[config.mk]
export PLATFORM = sky130hd
export DESIGN_NAME = cidr_whitelist_match_table
export DESIGN_NICKNAME = d
export VERILOG_FILES = /design/src/hw/rtl/cwmt_pkg.sv /design/src/hw/rtl/cwmt_ctrl.sv /design/src/hw/rtl/cwmt_datapath.sv /design/src/hw/rtl/cidr_whitelist_match_table.sv
export VERILOG_INCLUDE_DIRS = /design/src /design/src/hw/rtl
export SDC_FILE = /design/constraint.sdc
export NUM_CORES = 2
export LEC_CHECK = 0
export BUFFER_PORTS_ARGS = -buffer_cell sky130_fd_sc_hd__buf_2
export CAP_MARGIN = 10
export CORE_ASPECT_RATIO = 1.1
export CORE_MARGIN = 3
export CORE_UTILIZATION = 46
export DETAILED_ROUTE_END_ITERATION = 8
export SYNTH_ARGS = -nofsm -noshare
export SYNTH_HDL_FRONTEND = slang
export SYNTH_SLANG_ARGS = --single-unit
[constraint.sdc]
create_clock -name clk -period 8.3 [get_ports clk]
set_input_delay 1.245 -clock clk [delete_from_list [all_inputs] [get_ports clk]]
set_output_delay 1.245 -clock clk [all_outputs]
set_load 0.01 [all_outputs]
[src/hw/rtl/cidr_whitelist_match_table_assert.svh]
// Assertion macros shared by the prefix match table modules.
`ifndef CIDR_WHITELIST_MATCH_TABLE_ASSERT_SVH
`define CIDR_WHITELIST_MATCH_TABLE_ASSERT_SVH
`ifndef NO_ASSERTIONS
`define CWMT_ASSERT_IMPL(lbl, ante, cons, msg) \
	lbl: assert property (@(posedge clk) disable iff (!arst_n) (ante) |-> (cons)) \
		else $error(msg);
`define CWMT_ASSERT_NEXT(lbl, ante, cons, msg) \
	lbl: assert property (@(posedge clk) disable iff (!arst_n) (ante) |=> (cons)) \
		else $error(msg);
`else
`define CWMT_ASSERT_IMPL(lbl, ante, cons, msg)
`define CWMT_ASSERT_NEXT(lbl, ante, cons, msg)
`endif
`endif

[src/hw/rtl/cwmt_pkg.sv]
// Shared types, codes and helper functions of the prefix match table.
package cwmt_pkg;

	localparam int DEFAULT_TABLE_DEPTH = 64;
	localparam int ADDR_W = 32;
	localparam int PLEN_W = 6;

	localparam logic [1:0] REQ_INSERT = 2'd0;
	localparam logic [1:0] REQ_LOOKUP = 2'd1;
	localparam logic [1:0] REQ_CLEAR  = 2'd2;

	localparam logic [PLEN_W-1:0] FULL_PREFIX = 6'd32;

	typedef logic [1:0] req_t;

	typedef struct packed {
		logic [ADDR_W-1:0] addr;
		logic [PLEN_W-1:0] plen;
	} entry_t;

	typedef struct packed {
		logic latch;
		logic insert;
		logic clear;
		logic scan_read;
		logic respond;
	} cwmt_cmd_t;

	typedef struct packed {
		req_t req;
		logic full;
		logic empty;
		logic scan_last;
	} cwmt_stat_t;

	function automatic logic [ADDR_W-1:0] prefix_mask(input logic [PLEN_W-1:0] plen);
		if (plen == '0) begin
			return '0;
		end
		return {ADDR_W{1'b1}} << (FULL_PREFIX - plen);
	endfunction

	function automatic logic [PLEN_W-1:0] sat_prefix(input logic [PLEN_W-1:0] plen);
		return (plen > FULL_PREFIX) ? FULL_PREFIX : plen;
	endfunction

endpackage

[src/hw/rtl/cwmt_ctrl.sv]
// Controller state machine that sequences insert, lookup and clear items.
`include "cidr_whitelist_match_table_assert.svh"
module cwmt_ctrl import cwmt_pkg::*; (
	input  logic       clk,
	input  logic       arst_n,
	input  logic       start,
	output logic       busy,
	input  cwmt_stat_t stat,
	output cwmt_cmd_t  cmd
);

	localparam logic [1:0] ST_IDLE     = 2'd0;
	localparam logic [1:0] ST_DISPATCH = 2'd1;
	localparam logic [1:0] ST_SCAN     = 2'd2;
	localparam logic [1:0] ST_DRAIN    = 2'd3;

	logic [1:0] state_q;
	logic [1:0] state_d;

	assign busy = (state_q != ST_IDLE);

	always_comb begin
		state_d = state_q;
		cmd = '0;
		case (state_q)
			ST_IDLE: begin
				if (start) begin
					cmd.latch = 1'b1;
					state_d = ST_DISPATCH;
				end
			end
			ST_DISPATCH: begin
				case (stat.req)
					REQ_INSERT: begin
						cmd.insert = 1'b1;
						cmd.respond = 1'b1;
						state_d = ST_IDLE;
					end
					REQ_LOOKUP: begin
						if (stat.empty) begin
							cmd.respond = 1'b1;
							state_d = ST_IDLE;
						end else begin
							state_d = ST_SCAN;
						end
					end
					REQ_CLEAR: begin
						cmd.clear = 1'b1;
						cmd.respond = 1'b1;
						state_d = ST_IDLE;
					end
					default: begin
						cmd.respond = 1'b1;
						state_d = ST_IDLE;
					end
				endcase
			end
			ST_SCAN: begin
				cmd.scan_read = 1'b1;
				if (stat.scan_last) begin
					state_d = ST_DRAIN;
				end
			end
			ST_DRAIN: begin
				cmd.respond = 1'b1;
				state_d = ST_IDLE;
			end
			default: begin
				state_d = ST_IDLE;
			end
		endcase
	end

	always_ff @(posedge clk or negedge arst_n) begin
		if (!arst_n) begin
			state_q <= ST_IDLE;
		end else begin
			state_q <= state_d;
		end
	end

	`CWMT_ASSERT_NEXT(a_accept_dispatch, start && !busy, state_q == ST_DISPATCH, "accepted item did not dispatch")
	`CWMT_ASSERT_NEXT(a_scan_holds, (state_q == ST_SCAN) && !stat.scan_last, state_q == ST_SCAN, "scan left early")
	`CWMT_ASSERT_NEXT(a_drain_idle, state_q == ST_DRAIN, state_q == ST_IDLE, "drain did not return to idle")

endmodule

[src/hw/rtl/cwmt_datapath.sv]
// Datapath with the entry memory, entry count, scan pointer and match logic.
`include "cidr_whitelist_match_table_assert.svh"
module cwmt_datapath import cwmt_pkg::*; #(
	parameter int TABLE_DEPTH = DEFAULT_TABLE_DEPTH
) (
	input  logic                clk,
	input  logic                arst_n,
	input  logic [1:0]          req_type,
	input  logic [ADDR_W-1:0]   address,
	input  logic [PLEN_W-1:0]   prefix_len,
	input  cwmt_cmd_t           cmd,
	output cwmt_stat_t          stat,
	output logic                done,
	output logic                hit,
	output logic                status
);

	localparam int IDX_W = (TABLE_DEPTH > 1) ? $clog2(TABLE_DEPTH) : 1;
	localparam int CNT_W = $clog2(TABLE_DEPTH + 1);

	entry_t mem [TABLE_DEPTH];

	req_t              req_q;
	logic [ADDR_W-1:0] key_q;
	logic [PLEN_W-1:0] plen_q;
	logic [CNT_W-1:0]  count_q;
	logic [CNT_W-1:0]  ptr_q;
	logic [CNT_W-1:0]  ptr_next;
	entry_t            rdata_q;
	logic              rd_valid_q;
	logic              hit_q;
	logic              cur_match;
	logic              full;
	logic              done_q;
	logic              hit_o_q;
	logic              status_o_q;
	logic [ADDR_W-1:0] mask;

	assign full = (count_q == CNT_W'(TABLE_DEPTH));
	assign ptr_next = ptr_q + CNT_W'(1);
	assign mask = prefix_mask(rdata_q.plen);
	assign cur_match = rd_valid_q && (((rdata_q.addr ^ key_q) & mask) == '0);

	assign stat.req = req_q;
	assign stat.full = full;
	assign stat.empty = (count_q == '0);
	assign stat.scan_last = (ptr_next == count_q);

	assign done = done_q;
	assign hit = hit_o_q;
	assign status = status_o_q;

	always_ff @(posedge clk) begin
		if (cmd.insert && !full) begin
			mem[count_q[IDX_W-1:0]] <= '{addr: key_q, plen: plen_q};
		end
	end

	always_ff @(posedge clk) begin
		if (cmd.scan_read) begin
			rdata_q <= mem[ptr_q[IDX_W-1:0]];
		end
	end

	always_ff @(posedge clk) begin
		if (cmd.latch) begin
			req_q <= req_type;
			key_q <= address;
			plen_q <= sat_prefix(prefix_len);
		end
		if (cmd.respond) begin
			hit_o_q <= (req_q == REQ_LOOKUP) && (hit_q || cur_match);
			status_o_q <= (req_q == REQ_INSERT) && full;
		end
	end

	always_ff @(posedge clk or negedge arst_n) begin
		if (!arst_n) begin
			count_q <= '0;
			ptr_q <= '0;
			rd_valid_q <= 1'b0;
			hit_q <= 1'b0;
			done_q <= 1'b0;
		end else begin
			done_q <= cmd.respond;
			rd_valid_q <= cmd.scan_read;
			if (cmd.latch) begin
				ptr_q <= '0;
				hit_q <= 1'b0;
			end else begin
				if (cmd.scan_read) begin
					ptr_q <= ptr_next;
				end
				if (cur_match) begin
					hit_q <= 1'b1;
				end
			end
			if (cmd.clear) begin
				count_q <= '0;
			end else if (cmd.insert && !full) begin
				count_q <= count_q + CNT_W'(1);
			end
		end
	end

	`CWMT_ASSERT_IMPL(a_count_bound, 1'b1, count_q <= CNT_W'(TABLE_DEPTH), "entry count above depth")
	`CWMT_ASSERT_IMPL(a_read_in_range, cmd.scan_read, ptr_q < count_q, "scan read past stored entries")
	`CWMT_ASSERT_NEXT(a_done_single, done_q, !done_q, "result strobe held two cycles")

endmodule

[src/hw/rtl/cidr_whitelist_match_table.sv]
// Top level of the IPv4 prefix match table: controller plus datapath.
//
// Usage: drive req_type, address and prefix_len with start high; the item is
// taken at the clock edge where start is high and busy is low. req_type 0
// inserts an entry (prefix lengths above 32 act as 32), 1 looks up an
// address against every stored entry, 2 clears the table.
// Every item gives exactly one result: done is high for one cycle with hit
// and status valid in that cycle. The receiver cannot stall, so the result
// is simply lost if not sampled then.
// An insert, clear, unused code or lookup on an empty table sets done from
// the dispatch state through the done register, and a new item can be taken
// while done is shown. A lookup runs through the scan and drain states; the
// scan reads the single read port of the entry memory once a cycle.
// Reset empties the table and returns the controller to idle; no clearing
// pass is needed since only entries below the fill count are ever read.
module cidr_whitelist_match_table import cwmt_pkg::*; #(
	parameter int TABLE_DEPTH = DEFAULT_TABLE_DEPTH
) (
	input  logic              clk,
	input  logic              arst_n,
	input  logic              start,
	output logic              busy,
	input  logic [1:0]        req_type,
	input  logic [ADDR_W-1:0] address,
	input  logic [PLEN_W-1:0] prefix_len,
	output logic              done,
	output logic              hit,
	output logic              status
);

	cwmt_cmd_t  cmd;
	cwmt_stat_t stat;

	cwmt_ctrl u_ctrl (
		.clk    (clk),
		.arst_n (arst_n),
		.start  (start),
		.busy   (busy),
		.stat   (stat),
		.cmd    (cmd)
	);

	cwmt_datapath #(
		.TABLE_DEPTH (TABLE_DEPTH)
	) u_datapath (
		.clk        (clk),
		.arst_n     (arst_n),
		.req_type   (req_type),
		.address    (address),
		.prefix_len (prefix_len),
		.cmd        (cmd),
		.stat       (stat),
		.done       (done),
		.hit        (hit),
		.status     (status)
	);

endmodule
==> key figures <==
STA
  – Slew Limit Fails: 0
  – Final setup fails: 0
  – Fin crit period: 3997 ps
  – Rel. slew slack: 22.97%
  – Worst Tran Pin Value: 1155 ps
  – Fin crit share: 48.16%
  – F_max: 0.2502 GHz
  – Setup TNS: 0 ps
  – Final Hold Fails: 0
  – RSZ-0062 raised after global routing: no
  – Worst setup margin: 4303 ps
  – Post-Route Skew: 27.39 ps

Setup path
  – Critical path buffer and inverter count: 2
  – Worst setup EP type: flop
  – CP most frequent cell: mux4_2
  – Slowest Stage Delay on Critical Path: 840 ps
  – CP max-delay cell: dfrtp_4
  – WP data arrival: 4600 ps
  – Critical Path RT: 8900 ps
  – CP Launch Type: flop
  – Top Family by Delay on Critical Path: multiplexers
  – WS Path Type: reg -> reg
  – Worst Path Max Fanout: 33
  – Critical path, cell by cell: buf_4, buf_4, mux4_2, mux4_2, mux4_2

Drt
  – Detailed Routing Iterations Pass 1: 6
  – Vias/cell: 6.144
  – # DRC: 0
  – WL/cell: 33.62 um
  – Post-Route WL: 236.2 mm
  – Vias: 43.15k
  – DRT antenna net count: 0
  – Detailed Route Iter0 Violations: 5213

Outcome
  – Outcome: completed

Pwr
  – Tot Pwr: 33.25 mW
  – Worst VDD drop: 0.3267 mV
  – Pleak: 32.55 nW
  – PwrDens: 306.3 mW/mm^2

Worst hold path
  – HP Class: in -> async

Synthesis
  – Primary FF master, synth: edfxtp_1
  – Post-synth ARST share: 0.7507%
  – Synth warn: 0
  – Post-synth cell types: 54
  – Syn nets: 3906
  – Area share of the largest cell type after synthesis: 78.02%
  – Top cells by area, synth: edfxtp_1 (78%), mux4_2 (19%), dfrtp_1 (0.49%)
  – Seq/Total Area, Yosys: 78.51%
  – Mapped Area: 0.09668 mm^2
  – Mapped Cells: 3856
  – Leading area contributor after synthesis: edfxtp_1
  – Synth Register Bits: 2531
  – Number of synthesized flops with an enable pin: 2512
  – Synthesized area per cell: 25.07 um^2

Clock network
  – Clk sinks: 2531
  – Post-CTS setup buffer count: 0
  – CTS max path bufs: 3
  – Cts hold-fix bufs: 0
  – H-tree Lvls: 4
  – Number of buffers created by CTS: 234
  – PostCTS Resize Cnt: 0
  – Clock Latency Late Sink: 870 ps
  – Clk slew on worst S/H paths: 60 ps
  – Clk root buf: clkbuf_16
  – TritonCTS clock tree: built

Placement
  – Final HPWL DP: 120.6 mm
  – DP Worst Slack: 4215 ps
  – Placed Area: 0.1011 mm^2
  – GPL Wtd Cong: 0.8291
  – PortBufs: 46

GRT
  – Initial antenna violation count: 19
  – Largest net degree at the start of global routing: 153
  – GRT Total Usage: 22.10%
  – Number of global-route vias before repair: 44.20k
  – First-pass GRT wire length: 336.0 mm
  – Total grt overflow: 0

Die
  – Row count: 175
  – Ports: 47
  – Die ar.: 0.2157 mm^2
  – Chip height: 486.8 um
  – Initial Util: 46.53%
  – Core area: 0.2078 mm^2
  – DIE WIDTH: 443.1 um

Cells and area
  – Cell area after layout: 0.1085 mm^2
  – Syn-to-layout area delta: 12.26%
  – Layout cells sized above 1: 32.21%
  – Fill cells: 15.60k
  – Final net count: 4124

Job
  – Max_cap viols: 0
## worst paths after layout
path / cells after the start / slack [ps] / endpoint / startpoint
min reg2reg: 2 / 540 / u_datapath.ptr_q[6]$_DFFE_PN0P_ / u_datapath.ptr_q[6]$_DFFE_PN0P_
max reg2reg: 5 / 4300 / u_datapath.rdata_q[2]$_DFFE_PP_ / u_datapath.ptr_q[0]$_DFFE_PN0P_
min: 1 / 340 / u_datapath.rd_valid_q$_DFF_PN0_ / arst_n
max: 5 / 4300 / u_datapath.rdata_q[2]$_DFFE_PP_ / u_datapath.ptr_q[0]$_DFFE_PN0P_
min in group clk: 2 / 540 / u_datapath.ptr_q[6]$_DFFE_PN0P_ / u_datapath.ptr_q[6]$_DFFE_PN0P_
max in group asynchronous: 1 / 7570 / u_datapath.ptr_q[3]$_DFFE_PN0P_ / arst_n
## final cells by class
cell class / instances / area [um^2] / share of cell area (%)
Sequential cell: 2531 / 75930 / 69.96
Multi-Input combinational cell: 1109 / 20270 / 18.67
Clock buffer: 289 / 6147 / 5.664
Tap cell: 2743 / 3432 / 3.162
Timing Repair Buffer: 185 / 1399 / 1.289
Clock inverter: 145 / 1286 / 1.185
Inverter: 13 / 50.05 / 0.04611
Antenna cell: 9 / 22.52 / 0.02075
## state kept, by name (all words and copies together) (netlist names), named ones only
register               cells
u_datapath.hit_q           1
u_datapath.done            1
u_ctrl.state_q             1
u_datapath.plen_q          6
u_datapath.rdata_q        38
u_datapath.count_q         7
u_datapath.status          1
u_datapath.req_q           2
u_datapath.key_q          32
u_datapath.ptr_q           7
u_datapath.hit             1
u_datapath.mem          2432
u_datapath.rd_valid_q      1
## through the flow
stage / hold WS [ps] / instances / util [%]
CTS: 294.0 / 7015 / 52.22
finish: 344.6 / 7024 / 52.23
detailed placement: 522.8 / 6581 / 48.64
global placement: 506.7 / 6581 / 48.64
floorplan: 490.6 / 3856 / -
global route: 338.1 / 7017 / 52.22
## metal layers
| layer | GRT usage, % | vias up | share of wire (%) |
|---|---|---|---|
| met3 | 4.363 | 350 | 8.3 |
| met1 | 31.73 | 23720 | 41 |
| met4 | 6.283 | 2 | 2.5 |
| met2 | 34.92 | 1860 | 48 |
| li1 | - | 17230 | - |
| met5 | 0 | - | 0.0072 |
## report_power, final
part           total [mW]  switching [mW]  internal [mW]
combinational        7.58            4.09           3.49
clock                10.4            4.60           5.83
sequential           15.2           0.403           14.8
## cell usage after synthesis, types with 3 or more instances
cell / count
nand3_1: 22
o31ai_1: 3
buf_4: 14
nor3_1: 7
xnor2_1: 31
nand2b_1: 4
mux4_2: 798
buf_2: 46
edfxtp_1: 2512
nor2_1: 87
nand4_1: 4
a21oi_1: 13
nor2b_1: 12
a211oi_1: 4
ha_1: 7
nand2_1: 28
dfrtp_1: 19
buf_1: 39
and3_1: 3
clkbuf_1: 98
xor2_1: 22
o21ai_0: 21
buf_6: 6
inv_1: 12
or3_1: 6
## cell usage in the layout, fill, tap and decap left out, types with 5 or more instances in the layout
cell,count
inv_1,10
inv_6,5
clkinv_1,65
o21ai_0,21
edfxtp_1,2512
clkbuf_1,51
clkinv_2,40
nand3_1,22
clkbuf_16,238
buf_2,46
mux4_2,798
xnor2_1,31
xor2_1,22
dfrtp_1,13
diode_2,9
nor2_4,60
buf_4,129
nor3_1,6
nand2_1,28
ha_1,7
dfrtp_4,5
a21oi_1,13
buf_12,10
nor2_1,27
bufinv_16,19
clkinvlp_4,7
or3_1,6
nor2b_1,12
## cells by family (layout without fill, tap and decap cells)
kind of cell	count (synthesis)	in the layout	share of synthesized area (%)
xor gates and xnor gates	53	53	0.4801
adders and majority gates	7	7	0.09059
other	0	9	0
buffers and inverters	216	632	0.9991
DFF	2531	2531	78.51
muxes	799	799	18.60
AOI/OAI and AO/OA	69	69	0.4672
and+or+nand+nor	181	181	0.8490
No activity file was read; power rests on OpenSTA's default activity.
